<file path="config.mk">
export PLATFORM = sky130hd
export DESIGN_NAME = point_in_polygon
export DESIGN_NICKNAME = d
export VERILOG_FILES = /design/src/hdl/pip_pkg.sv /design/src/hdl/point_in_polygon.sv /design/src/hdl/pip_front.sv /design/src/hdl/pip_queue.sv /design/src/hdl/pip_back.sv
export SDC_FILE = /design/constraint.sdc
export NUM_CORES = 2
export LEC_CHECK = 0
export ABC_AREA = 1
export CORE_AREA = 2 2 549 551
export CTS_BUF_LIST = sky130_fd_sc_hd__clkbuf_8 sky130_fd_sc_hd__clkbuf_16
export DETAILED_ROUTE_END_ITERATION = 7
export DIE_AREA = 0 0 551 553
export DONT_BUFFER_PORTS = 1
export PLACE_DENSITY = 0.64
export SYNTH_ARGS = -nofsm -noshare
export SYNTH_HDL_FRONTEND = slang
export SYNTH_HIERARCHICAL = 1
export SYNTH_SLANG_ARGS = --single-unit
</file>
<file path="constraint.sdc">
create_clock -name clk -period 6.21 [get_ports clk]
set_clock_uncertainty 0.15 [all_clocks]
set_input_delay 0 -clock clk [delete_from_list [all_inputs] [get_ports clk]]
set_output_delay 0 -clock clk [all_outputs]
set_load 0.05 [all_outputs]
</file>
<file path="src/hdl/pip_pkg.sv">
`timescale 1ns / 1ps
`default_nettype none
// ----------------------------------------------------------------------------
// pip_pkg: shared types and constants for the point-in-polygon block
// Request codes, fixed field widths and the control word that travels with
// every request from the front end through the queue to the back end.
// ----------------------------------------------------------------------------
package pip_pkg;

  // Request kinds (the action field)
  localparam logic ACT_LOAD  = 1'b0;
  localparam logic ACT_QUERY = 1'b1;

  localparam int IDX_W = 6;  // vertex_index field
  localparam int CFG_W = 7;  // vertex_count register
  localparam int CNT_W = 7;  // crossings field

  localparam int QUEUE_DEPTH = 4;
  localparam int QPTR_W      = 2;
  localparam int QCNT_W      = 3;

  typedef struct packed {
    logic             query;  // 1: point query, 0: vertex load
    logic             wr_ok;  // load slot lies inside the store
    logic [IDX_W-1:0] idx;    // store slot of a load
  } item_ctl_t;

  localparam int CTL_W = $bits(item_ctl_t);

endpackage : pip_pkg
`default_nettype wire

</file>
<file path="src/hdl/point_in_polygon.sv">
`timescale 1ns / 1ps
`default_nettype none
// ----------------------------------------------------------------------------
// point_in_polygon: crossing-number point-in-polygon test
// Vertex loads and point queries share one request channel; each query
// returns the number of polygon edges its rightward ray crosses.
// ----------------------------------------------------------------------------
// A request with in_action = 0 stores (in_coord_x, in_coord_y) as vertex
// in_vertex_index; slots at or beyond MAX_VERTICES are dropped and a load
// returns nothing. A request with in_action = 1 casts a ray from the point
// toward +x over the first vertex_count vertices (edges v[n-1]->v[0],
// v[0]->v[1], ...) and returns one response: out_crossings, the number of
// edges crossed strictly right of the point, and out_inside_res, its low bit.
// An edge counts when exactly one end lies strictly above the point's y;
// horizontal edges never count and a point on an edge is not counted for it.
// Every vertex a query uses must have been loaded since reset. vertex_count
// (cfg_we / cfg_wdata, reset 3) saturates at MAX_VERTICES; the user must see that it
// is written only while the block is idle, as the block itself does not enforce this.
// A query walks its edges through the single memory read port, which fetches
// one vertex per cycle into one pipelined edge unit.
// Requests are buffered in a four-entry queue so intake continues while a
// query runs or a response waits for out_ready.
// ----------------------------------------------------------------------------
module point_in_polygon
  import pip_pkg::*;
#(
  parameter int MAX_VERTICES = 64,
  parameter int COORD_BITS   = 16
) (
  input  wire logic                  clk,
  input  wire logic                  rst_n,
  // configuration
  input  wire logic                  cfg_we,
  input  wire logic [CFG_W-1:0]      cfg_wdata,
  // requests
  input  wire logic                  in_valid,
  output      logic                  in_ready,
  input  wire logic                  in_action,
  input  wire logic [IDX_W-1:0]      in_vertex_index,
  input  wire logic [COORD_BITS-1:0] in_coord_x,
  input  wire logic [COORD_BITS-1:0] in_coord_y,
  // responses
  output      logic                  out_valid,
  input  wire logic                  out_ready,
  output      logic                  out_inside_res,
  output      logic [CNT_W-1:0]      out_crossings
);

  localparam int ITEM_W = CTL_W + 2 * COORD_BITS;

  logic                  push_valid;
  logic                  push_ready;
  item_ctl_t             push_ctl;
  logic [COORD_BITS-1:0] push_x;
  logic [COORD_BITS-1:0] push_y;

  logic                  q_valid;
  logic                  q_pop;
  logic [ITEM_W-1:0]     q_data;
  item_ctl_t             q_ctl;
  logic [COORD_BITS-1:0] q_x;
  logic [COORD_BITS-1:0] q_y;

  // Intake: classify the request and range-check the load slot
  pip_front #(
    .MAX_VERTICES (MAX_VERTICES),
    .COORD_BITS   (COORD_BITS)
  ) u_front (
    .clk             (clk),
    .rst_n           (rst_n),
    .in_valid        (in_valid),
    .in_ready        (in_ready),
    .in_action       (in_action),
    .in_vertex_index (in_vertex_index),
    .in_coord_x      (in_coord_x),
    .in_coord_y      (in_coord_y),
    .push_valid      (push_valid),
    .push_ready      (push_ready),
    .push_ctl        (push_ctl),
    .push_x          (push_x),
    .push_y          (push_y)
  );

  // Queue decouples intake from execution
  pip_queue #(
    .WIDTH (ITEM_W)
  ) u_queue (
    .clk        (clk),
    .rst_n      (rst_n),
    .push_valid (push_valid),
    .push_ready (push_ready),
    .push_data  ({push_ctl, push_x, push_y}),
    .pop_valid  (q_valid),
    .pop        (q_pop),
    .pop_data   (q_data)
  );

  assign q_ctl = item_ctl_t'(q_data[ITEM_W-1:2*COORD_BITS]);
  assign q_x   = q_data[2*COORD_BITS-1:COORD_BITS];
  assign q_y   = q_data[COORD_BITS-1:0];

  // Execution: vertex store, edge walk, response register
  pip_back #(
    .MAX_VERTICES (MAX_VERTICES),
    .COORD_BITS   (COORD_BITS)
  ) u_back (
    .clk            (clk),
    .rst_n          (rst_n),
    .cfg_we         (cfg_we),
    .cfg_wdata      (cfg_wdata),
    .q_valid        (q_valid),
    .q_pop          (q_pop),
    .q_ctl          (q_ctl),
    .q_x            (q_x),
    .q_y            (q_y),
    .out_valid      (out_valid),
    .out_ready      (out_ready),
    .out_inside_res (out_inside_res),
    .out_crossings  (out_crossings)
  );

endmodule : point_in_polygon
`default_nettype wire

</file>
<file path="src/hdl/pip_front.sv">
`timescale 1ns / 1ps
`default_nettype none
// ----------------------------------------------------------------------------
// pip_front: request intake
// Registers incoming requests, classifies them as load or query and checks
// the load slot against the store depth before handing them to the queue.
// ----------------------------------------------------------------------------
module pip_front
  import pip_pkg::*;
#(
  parameter int MAX_VERTICES = 64,
  parameter int COORD_BITS   = 16
) (
  input  wire logic                  clk,
  input  wire logic                  rst_n,
  input  wire logic                  in_valid,
  output      logic                  in_ready,
  input  wire logic                  in_action,
  input  wire logic [IDX_W-1:0]      in_vertex_index,
  input  wire logic [COORD_BITS-1:0] in_coord_x,
  input  wire logic [COORD_BITS-1:0] in_coord_y,
  output      logic                  push_valid,
  input  wire logic                  push_ready,
  output      item_ctl_t             push_ctl,
  output      logic [COORD_BITS-1:0] push_x,
  output      logic [COORD_BITS-1:0] push_y
);

  logic                  valid_r;
  logic                  valid_nxt;
  item_ctl_t             ctl_r;
  logic [COORD_BITS-1:0] x_r;
  logic [COORD_BITS-1:0] y_r;
  logic                  take;

  assign in_ready  = !valid_r || push_ready;
  assign take      = in_valid && in_ready;
  assign valid_nxt = take || (valid_r && !push_ready);

  always_ff @(posedge clk) begin
    if (!rst_n) begin
      valid_r <= 1'b0;
    end else begin
      valid_r <= valid_nxt;
    end
  end

  always_ff @(posedge clk) begin
    if (take) begin
      ctl_r.query <= (in_action == ACT_QUERY);
      ctl_r.wr_ok <= (32'(in_vertex_index) < MAX_VERTICES);
      ctl_r.idx   <= in_vertex_index;
      x_r         <= in_coord_x;
      y_r         <= in_coord_y;
    end
  end

  assign push_valid = valid_r;
  assign push_ctl   = ctl_r;
  assign push_x     = x_r;
  assign push_y     = y_r;

endmodule : pip_front
`default_nettype wire

</file>
<file path="src/hdl/pip_queue.sv">
`timescale 1ns / 1ps
`default_nettype none
// ----------------------------------------------------------------------------
// pip_queue: request queue
// Small first-in first-out buffer between the front end and the back end.
// ----------------------------------------------------------------------------
module pip_queue
  import pip_pkg::*;
#(
  parameter int WIDTH = 40
) (
  input  wire logic             clk,
  input  wire logic             rst_n,
  input  wire logic             push_valid,
  output      logic             push_ready,
  input  wire logic [WIDTH-1:0] push_data,
  output      logic             pop_valid,
  input  wire logic             pop,
  output      logic [WIDTH-1:0] pop_data
);

  logic [WIDTH-1:0]  slot_r [QUEUE_DEPTH];
  logic [QPTR_W-1:0] wr_ptr_r;
  logic [QPTR_W-1:0] wr_ptr_nxt;
  logic [QPTR_W-1:0] rd_ptr_r;
  logic [QPTR_W-1:0] rd_ptr_nxt;
  logic [QCNT_W-1:0] fill_r;
  logic [QCNT_W-1:0] fill_nxt;
  logic              do_push;
  logic              do_pop;

  assign push_ready = (fill_r != QCNT_W'(QUEUE_DEPTH));
  assign pop_valid  = (fill_r != '0);
  assign do_push    = push_valid && push_ready;
  assign do_pop     = pop && pop_valid;
  assign pop_data   = slot_r[rd_ptr_r];

  always_comb begin
    wr_ptr_nxt = do_push ? wr_ptr_r + QPTR_W'(1) : wr_ptr_r;
    rd_ptr_nxt = do_pop  ? rd_ptr_r + QPTR_W'(1) : rd_ptr_r;
    fill_nxt   = fill_r + QCNT_W'(do_push) - QCNT_W'(do_pop);
  end

  always_ff @(posedge clk) begin
    if (!rst_n) begin
      wr_ptr_r <= '0;
      rd_ptr_r <= '0;
      fill_r   <= '0;
    end else begin
      wr_ptr_r <= wr_ptr_nxt;
      rd_ptr_r <= rd_ptr_nxt;
      fill_r   <= fill_nxt;
    end
  end

  always_ff @(posedge clk) begin
    if (do_push) begin
      slot_r[wr_ptr_r] <= push_data;
    end
  end

endmodule : pip_queue
`default_nettype wire

</file>
<file path="src/hdl/pip_back.sv">
`timescale 1ns / 1ps
`default_nettype none
// ----------------------------------------------------------------------------
// pip_back: vertex store and edge walker
// Executes loads into the vertex memory and walks the polygon edges of a
// query through one pipelined edge unit, then holds the result for output.
// ----------------------------------------------------------------------------
module pip_back
  import pip_pkg::*;
#(
  parameter int MAX_VERTICES = 64,
  parameter int COORD_BITS   = 16
) (
  input  wire logic                  clk,
  input  wire logic                  rst_n,
  input  wire logic                  cfg_we,
  input  wire logic [CFG_W-1:0]      cfg_wdata,
  input  wire logic                  q_valid,
  output      logic                  q_pop,
  input  wire item_ctl_t             q_ctl,
  input  wire logic [COORD_BITS-1:0] q_x,
  input  wire logic [COORD_BITS-1:0] q_y,
  output      logic                  out_valid,
  input  wire logic                  out_ready,
  output      logic                  out_inside_res,
  output      logic [CNT_W-1:0]      out_crossings
);

  localparam int AW = (MAX_VERTICES > 1) ? $clog2(MAX_VERTICES) : 1;
  localparam int NW = $clog2(MAX_VERTICES + 1);
  localparam int DW = COORD_BITS + 1;
  localparam int PW = 2 * DW;

  localparam logic [1:0] ST_IDLE  = 2'd0;
  localparam logic [1:0] ST_RUN   = 2'd1;
  localparam logic [1:0] ST_DRAIN = 2'd2;
  localparam logic [1:0] ST_FIN   = 2'd3;

  logic [1:0]    state_r;
  logic [1:0]    state_nxt;
  logic [NW-1:0] n_r;
  logic [NW-1:0] k_r;
  logic [NW-1:0] k_nxt;

  logic signed [COORD_BITS-1:0] px_r, py_r;

  // vertex memory, x in the upper half
  logic [2*COORD_BITS-1:0] mem [MAX_VERTICES];
  logic                    mem_we;
  logic [AW-1:0]           wr_addr;
  logic [AW-1:0]           rd_addr;
  logic [2*COORD_BITS-1:0] rd_data_r;

  logic rd_v_r, rd_first_r, rd_last_r;
  logic signed [COORD_BITS-1:0] bx, by;
  logic signed [COORD_BITS-1:0] prev_x_r, prev_y_r;

  logic v2_r, last2_r, span2_r, up2_r;
  logic signed [DW-1:0] dxe_r, dpy_r, dpx_r, dye_r;

  logic v3_r, last3_r, span3_r, up3_r;
  logic signed [PW-1:0] p1_r, p2_r;

  logic             hit;
  logic [CNT_W-1:0] cnt_r;
  logic [CNT_W-1:0] cnt_nxt;
  logic [CNT_W-1:0] fin_cnt_r;
  logic             start_query;
  logic             fin_load;
  logic             out_valid_r;
  logic [CNT_W-1:0] out_cnt_r;

  // ---- control ----
  assign start_query = (state_r == ST_IDLE) && q_valid && q_ctl.query;
  assign fin_load    = (state_r == ST_FIN) && (!out_valid_r || out_ready);
  assign q_pop       = (state_r == ST_IDLE) && q_valid;
  assign mem_we      = q_pop && !q_ctl.query && q_ctl.wr_ok;
  assign wr_addr     = AW'(q_ctl.idx);
  // first read fetches the closing vertex, then vertices 0 .. n-1
  assign rd_addr     = (k_r == '0) ? AW'(n_r - NW'(1)) : AW'(k_r - NW'(1));

  always_comb begin
    state_nxt = state_r;
    k_nxt     = k_r;
    case (state_r)
      ST_IDLE: begin
        k_nxt = '0;
        if (start_query) begin
          state_nxt = (n_r == '0) ? ST_FIN : ST_RUN;
        end
      end
      ST_RUN: begin
        k_nxt = k_r + NW'(1);
        if (k_r == n_r) begin
          state_nxt = ST_DRAIN;
        end
      end
      ST_DRAIN: begin
        if (v3_r && last3_r) begin
          state_nxt = ST_FIN;
        end
      end
      ST_FIN: begin
        if (fin_load) begin
          state_nxt = ST_IDLE;
        end
      end
      default: begin
        state_nxt = ST_IDLE;
      end
    endcase
  end

  always_ff @(posedge clk) begin
    if (!rst_n) begin
      state_r     <= ST_IDLE;
      k_r         <= '0;
      n_r         <= NW'(3);
      rd_v_r      <= 1'b0;
      v2_r        <= 1'b0;
      v3_r        <= 1'b0;
      out_valid_r <= 1'b0;
    end else begin
      state_r <= state_nxt;
      k_r     <= k_nxt;
      if (cfg_we) begin
        n_r <= (32'(cfg_wdata) > MAX_VERTICES) ? NW'(MAX_VERTICES) : NW'(cfg_wdata);
      end
      rd_v_r <= (state_r == ST_RUN);
      v2_r   <= rd_v_r && !rd_first_r;
      v3_r   <= v2_r;
      if (fin_load) begin
        out_valid_r <= 1'b1;
      end else if (out_ready) begin
        out_valid_r <= 1'b0;
      end
    end
  end

  // ---- vertex memory ----
  always_ff @(posedge clk) begin
    if (mem_we) begin
      mem[wr_addr] <= {q_x, q_y};
    end
    rd_data_r <= mem[rd_addr];
  end

  assign bx = rd_data_r[2*COORD_BITS-1:COORD_BITS];
  assign by = rd_data_r[COORD_BITS-1:0];

  // ---- edge unit: differences, then products, then compare ----
  always_ff @(posedge clk) begin
    if (start_query) begin
      px_r <= q_x;
      py_r <= q_y;
    end
    rd_first_r <= (k_r == '0);
    rd_last_r  <= (k_r == n_r);

    if (rd_v_r) begin
      prev_x_r <= bx;
      prev_y_r <= by;
    end
    last2_r <= rd_last_r;
    span2_r <= (prev_y_r > py_r) != (by > py_r);
    up2_r   <= (by > prev_y_r);
    dxe_r   <= DW'(bx) - DW'(prev_x_r);
    dpy_r   <= DW'(py_r) - DW'(prev_y_r);
    dpx_r   <= DW'(px_r) - DW'(prev_x_r);
    dye_r   <= DW'(by) - DW'(prev_y_r);

    last3_r <= last2_r;
    span3_r <= span2_r;
    up3_r   <= up2_r;
    p1_r    <= PW'(dxe_r) * PW'(dpy_r);
    p2_r    <= PW'(dpx_r) * PW'(dye_r);
  end

  // crossing lies strictly right of the point
  assign hit     = span3_r && (up3_r ? (p1_r > p2_r) : (p1_r < p2_r));
  assign cnt_nxt = cnt_r + CNT_W'(hit);

  always_ff @(posedge clk) begin
    if (start_query) begin
      cnt_r     <= '0;
      fin_cnt_r <= '0;
    end else if (v3_r) begin
      cnt_r <= cnt_nxt;
      if (last3_r) begin
        fin_cnt_r <= cnt_nxt;
      end
    end
    if (fin_load) begin
      out_cnt_r <= fin_cnt_r;
    end
  end

  assign out_valid      = out_valid_r;
  assign out_crossings  = out_cnt_r;
  assign out_inside_res = out_cnt_r[0];

endmodule : pip_back
`default_nettype wire

</file>
==> key figures <==
STA
  – Finish-stage setup viols: 0
  – Setup Total Neg Slack: 0 ns
  – Headroom to the max-slew limit: 17.2%
  – Final-report max-slew violation count: 0
  – Post-layout minimum cycle time: 5.93 ns
  – Final critical-path share of the clock period: 95.5%
  – Highest clock rate: 0.169 GHz
  – Endpoints failing hold: 0
  – Worst hold slack: 0.130 ns
  – Unrepaired setup endpoints after global routing: false
  – Slew at the pin closest to its max-slew limit: 1.24 ns

Floorplanning
  – Die width: 551 um
  – Total die area: 305000 sq um
  – Total I/O pin count: 61
  – Die height: 553 um
  – Std-Cell Rows: 201
  – Initial core utilization: 43.8%
  – Core Box Area: 299000 sq um

Run status
  – Result of the run: finished clean

CTS
  – Total CTS buffers: 272
  – Count of clock tree sinks: 2538
  – Clock-pin slew on the worst setup and hold paths: 0.07 ns
  – Number of buffers on the longest clock path: 4
  – Clock root buffer: sky130_fd_sc_hd__clkbuf_16
  – Buffers inserted during post-CTS setup optimization: 0
  – TritonCTS clock tree: yes
  – Deepest level of the CTS H-tree: 5
  – Source-to-sink clock delay at the later pin of the worst-skew pair: 0.87 ns

Synthesis
  – Netlist area before placement: 131000 sq um
  – Register bit count reported by yosys: 2538
  – Share of synthesized flip-flops with an asynchronous set or reset: 0%
  – Part of the Yosys area used for sequential elements: 56.6%
  – Leading cell type by number of instances after synthesis: sky130_fd_sc_hd__nand2_1
  – Post-synthesis instance total: 13049
  – Mapped Avg Cell Area: 10.0 sq um
  – Syn nets: 13998
  – Ys flop type: sky130_fd_sc_hd__edfxtp_1
  – Number of flops mapped to enable cells by yosys: 2318
  – Largest area contributor in the netlist: sky130_fd_sc_hd__edfxtp_1
  – Number of synthesis warnings: 6
  – Ranking of synthesized cells by instance count: sky130_fd_sc_hd__nand2_1 (3255), sky130_fd_sc_hd__inv_1 (2813), sky130_fd_sc_hd__edfxtp_1 (2318)
  – Largest cells by area after synthesis: sky130_fd_sc_hd__edfxtp_1 (53%), sky130_fd_sc_hd__nand2_1 (9.3%), sky130_fd_sc_hd__fa_1 (9.1%)
  – Share of the synthesized area in the top cell type: 53.2%
  – Unique masters post-synth: 62

Routing
  – Total via count in the routed design: 89008
  – Average routed wire per standard cell: 21.1 um
  – Met2 Wirelength: 165 mm
  – Post-detailed-route DRC marker count: 0
  – Routed WL: 365 mm
  – Max layer used: met5
  – Routed wire length on met3: 31.3 mm
  – Final antenna-violating net count: 0
  – Met1 routed wirelength after detailed routing: 152 mm
  – Pre-antenna DRT Iters: 6
  – Iteration-0 DRC Markers: 10562
  – Detail-routed via count per cell: 5.15

Critical path
  – Required time of the worst setup path: 6.78 ns
  – Type of origin of the critical path: flop
  – Data arrival time at the worst-slack endpoint: 6.50 ns
  – Worst setup path class: reg2reg
  – Maximum fanout along the worst path: 9
  – Nature of the critical path endpoint: flop

Place
  – Final RePlAce weighted congestion: 0.897
  – Post-DP HPWL: 226 mm
  – Port Buffer Count: 0

Final layout
  – Final-layout fill cell count: 26768
  – Total number of nets in the final design: 14078
  – Final core utilization: 49.0%
  – Area growth from synthesis to layout: 12.0%
  – Fraction of layout instances using a drive strength above 1: 6.39%

GRT
  – Sum of overflow across all layers after global routing: 0
  – Overall Global Routing Usage: 23.7%
  – Global-route wire length before repair: 544 mm
  – Via count of the first global-routing pass: 85457
  – Pin count of the biggest net entering global routing: 164
  – Number of antenna violations at the first check in global routing: 15

Flow run
  – Count of max-cap constraint violations: 0

Hold path
  – Min-Delay Path Class: in2reg
-- through the flow --
stage          cell area, sq um  worst slack (ns)  instances
2_1_floorplan            131000             0.434      13049
3_3_place_gp             137000            0.0748      16709
3_5_place_dp             137000             0.152      16709
4_1_cts                  146000             0.153      17287
5_1_grt                  146000           0.00206      17288
6_report                 146000             0.277      17292
-- path summary, 6_finish.rpt --
path / start / to / slack [ns] / cells past startpoint
min: out_ready / u_back/out_crossings[3] / 0.13 / 3
max: u_back/dpx_r[14] / u_back/p2_r[32] / 0.28 / 17
min reg2reg: u_back/last2_r / u_back/last3_r / 0.18 / 0
max reg2reg: u_back/dpx_r[14] / u_back/p2_r[32] / 0.28 / 17
-- kinds of logic (layout without fill, tap and decap cells) --
family / Yosys count / in the layout / synth area share (%)
compound gates: 475 / 475 / 2.05
xor+xnor: 142 / 142 / 0.977
fa+ha+maj: 898 / 898 / 12.0
buf+inv: 3432 / 3712 / 10.3
flops: 2538 / 2538 / 56.6
other cells: 1 / 6 / 0.00287
simple gates: 5563 / 5563 / 18.0
-- flip-flops by register name, indices dropped and copies added (netlist names), 3 cells and up, named ones only --
| signal | flops |
|---|---|
| u_queue/fill_r | 3 |
| u_back/prev_x_r | 16 |
| u_front/push_ctl | 7 |
| u_back/py_r | 16 |
| u_back/cnt_r | 7 |
| u_front/push_y | 16 |
| u_queue/slot_r | 160 |
| u_back/dxe_r | 17 |
| u_back/dye_r | 17 |
| u_back/prev_y_r | 16 |
| u_back/dpx_r | 17 |
| u_back/p1_r | 34 |
| u_back/out_crossings | 7 |
| u_back/p2_r | 34 |
| u_back/dpy_r | 17 |
| u_back/k_r | 7 |
| u_back/n_r | 7 |
| u_back/rd_data_r | 32 |
| u_back/px_r | 16 |
| u_back/mem | 2048 |
| u_back/fin_cnt_r | 7 |
| u_front/push_x | 16 |
-- layout make-up --
cell class / instances / area, sq um / share of cell area [%]
inverters: 2817 / 10600 / 7.23
repair buffers: 421 / 3900 / 2.66
multi-input cells: 7079 / 44400 / 30.3
well taps: 3958 / 4950 / 3.38
flip-flops and latches: 2538 / 74000 / 50.5
clock buffers: 293 / 7250 / 4.95
clock inverters: 181 / 1370 / 0.935
diodes: 5 / 12.5 / 0.00854
-- what timing repair did --
item                       4_1_cts  5_1_grt
hold buffers                   104        0
setup endpoints to repair        0       14
hold endpoints to repair       115        0
resized for setup                0       17
-- worst max-delay path, stage by stage (launching register included) --
cell and delay, ns:
sky130_fd_sc_hd__dfxtp_1 0.57, sky130_fd_sc_hd__buf_4 0.26, sky130_fd_sc_hd__nand2_1 0.09, sky130_fd_sc_hd__fa_1 0.54, sky130_fd_sc_hd__inv_1 0.05, sky130_fd_sc_hd__fa_1 0.48, sky130_fd_sc_hd__fa_1 0.62, sky130_fd_sc_hd__fa_1 0.46
sky130_fd_sc_hd__fa_1 0.49, sky130_fd_sc_hd__inv_1 0.05, sky130_fd_sc_hd__fa_1 0.47, sky130_fd_sc_hd__inv_1 0.04, sky130_fd_sc_hd__ha_1 0.37, sky130_fd_sc_hd__nand2_1 0.15, sky130_fd_sc_hd__nor4_1 0.63, sky130_fd_sc_hd__nand4_1 0.18
sky130_fd_sc_hd__nand2_1 0.12, sky130_fd_sc_hd__xor2_1 0.13
-- routing by layer --
| layer | vias to the layer above | track usage (%) |
|---|---|---|
| met5 | - | 0 |
| met4 | 4 | 9.70 |
| met3 | 654 | 3.58 |
| met2 | 3670 | 37.0 |
| met1 | 43132 | 33.1 |
| li1 | 41548 | - |
-- placed cells by master, fill, tap and decap left out, types with 6 or more instances in the layout --
cell,n
sky130_fd_sc_hd__fa_1,597
sky130_fd_sc_hd__nand4_1,33
sky130_fd_sc_hd__buf_4,279
sky130_fd_sc_hd__dfxtp_1,205
sky130_fd_sc_hd__a21o_1,15
sky130_fd_sc_hd__o22ai_4,32
sky130_fd_sc_hd__o22ai_1,9
sky130_fd_sc_hd__xnor2_1,60
sky130_fd_sc_hd__clkinv_2,37
sky130_fd_sc_hd__nand3_1,1897
sky130_fd_sc_hd__bufinv_16,16
sky130_fd_sc_hd__nor2_4,70
sky130_fd_sc_hd__a211oi_1,6
sky130_fd_sc_hd__o21ai_1,40
sky130_fd_sc_hd__a21boi_0,7
sky130_fd_sc_hd__clkinvlp_4,6
sky130_fd_sc_hd__a21oi_1,153
sky130_fd_sc_hd__o21bai_1,14
sky130_fd_sc_hd__nand3b_1,35
sky130_fd_sc_hd__nor2_1,214
sky130_fd_sc_hd__nor4_1,9
sky130_fd_sc_hd__buf_12,38
sky130_fd_sc_hd__dfxtp_2,15
sky130_fd_sc_hd__nand2_4,6
sky130_fd_sc_hd__clkinv_4,7
sky130_fd_sc_hd__inv_1,2868
sky130_fd_sc_hd__clkinv_1,45
sky130_fd_sc_hd__edfxtp_1,2318
sky130_fd_sc_hd__or2_2,12
sky130_fd_sc_hd__dlygate4sd3_1,104
sky130_fd_sc_hd__nand2_1,3250
sky130_fd_sc_hd__o21ai_0,147
sky130_fd_sc_hd__a31oi_1,13
sky130_fd_sc_hd__ha_1,300
sky130_fd_sc_hd__xor2_1,79
sky130_fd_sc_hd__clkbuf_16,286
sky130_fd_sc_hd__nor3_1,23
sky130_fd_sc_hd__clkbuf_8,7
Power is left out: the tool's default activity adds up to more than one toggle a clock period on the data nets, which glitch-free logic cannot reach.
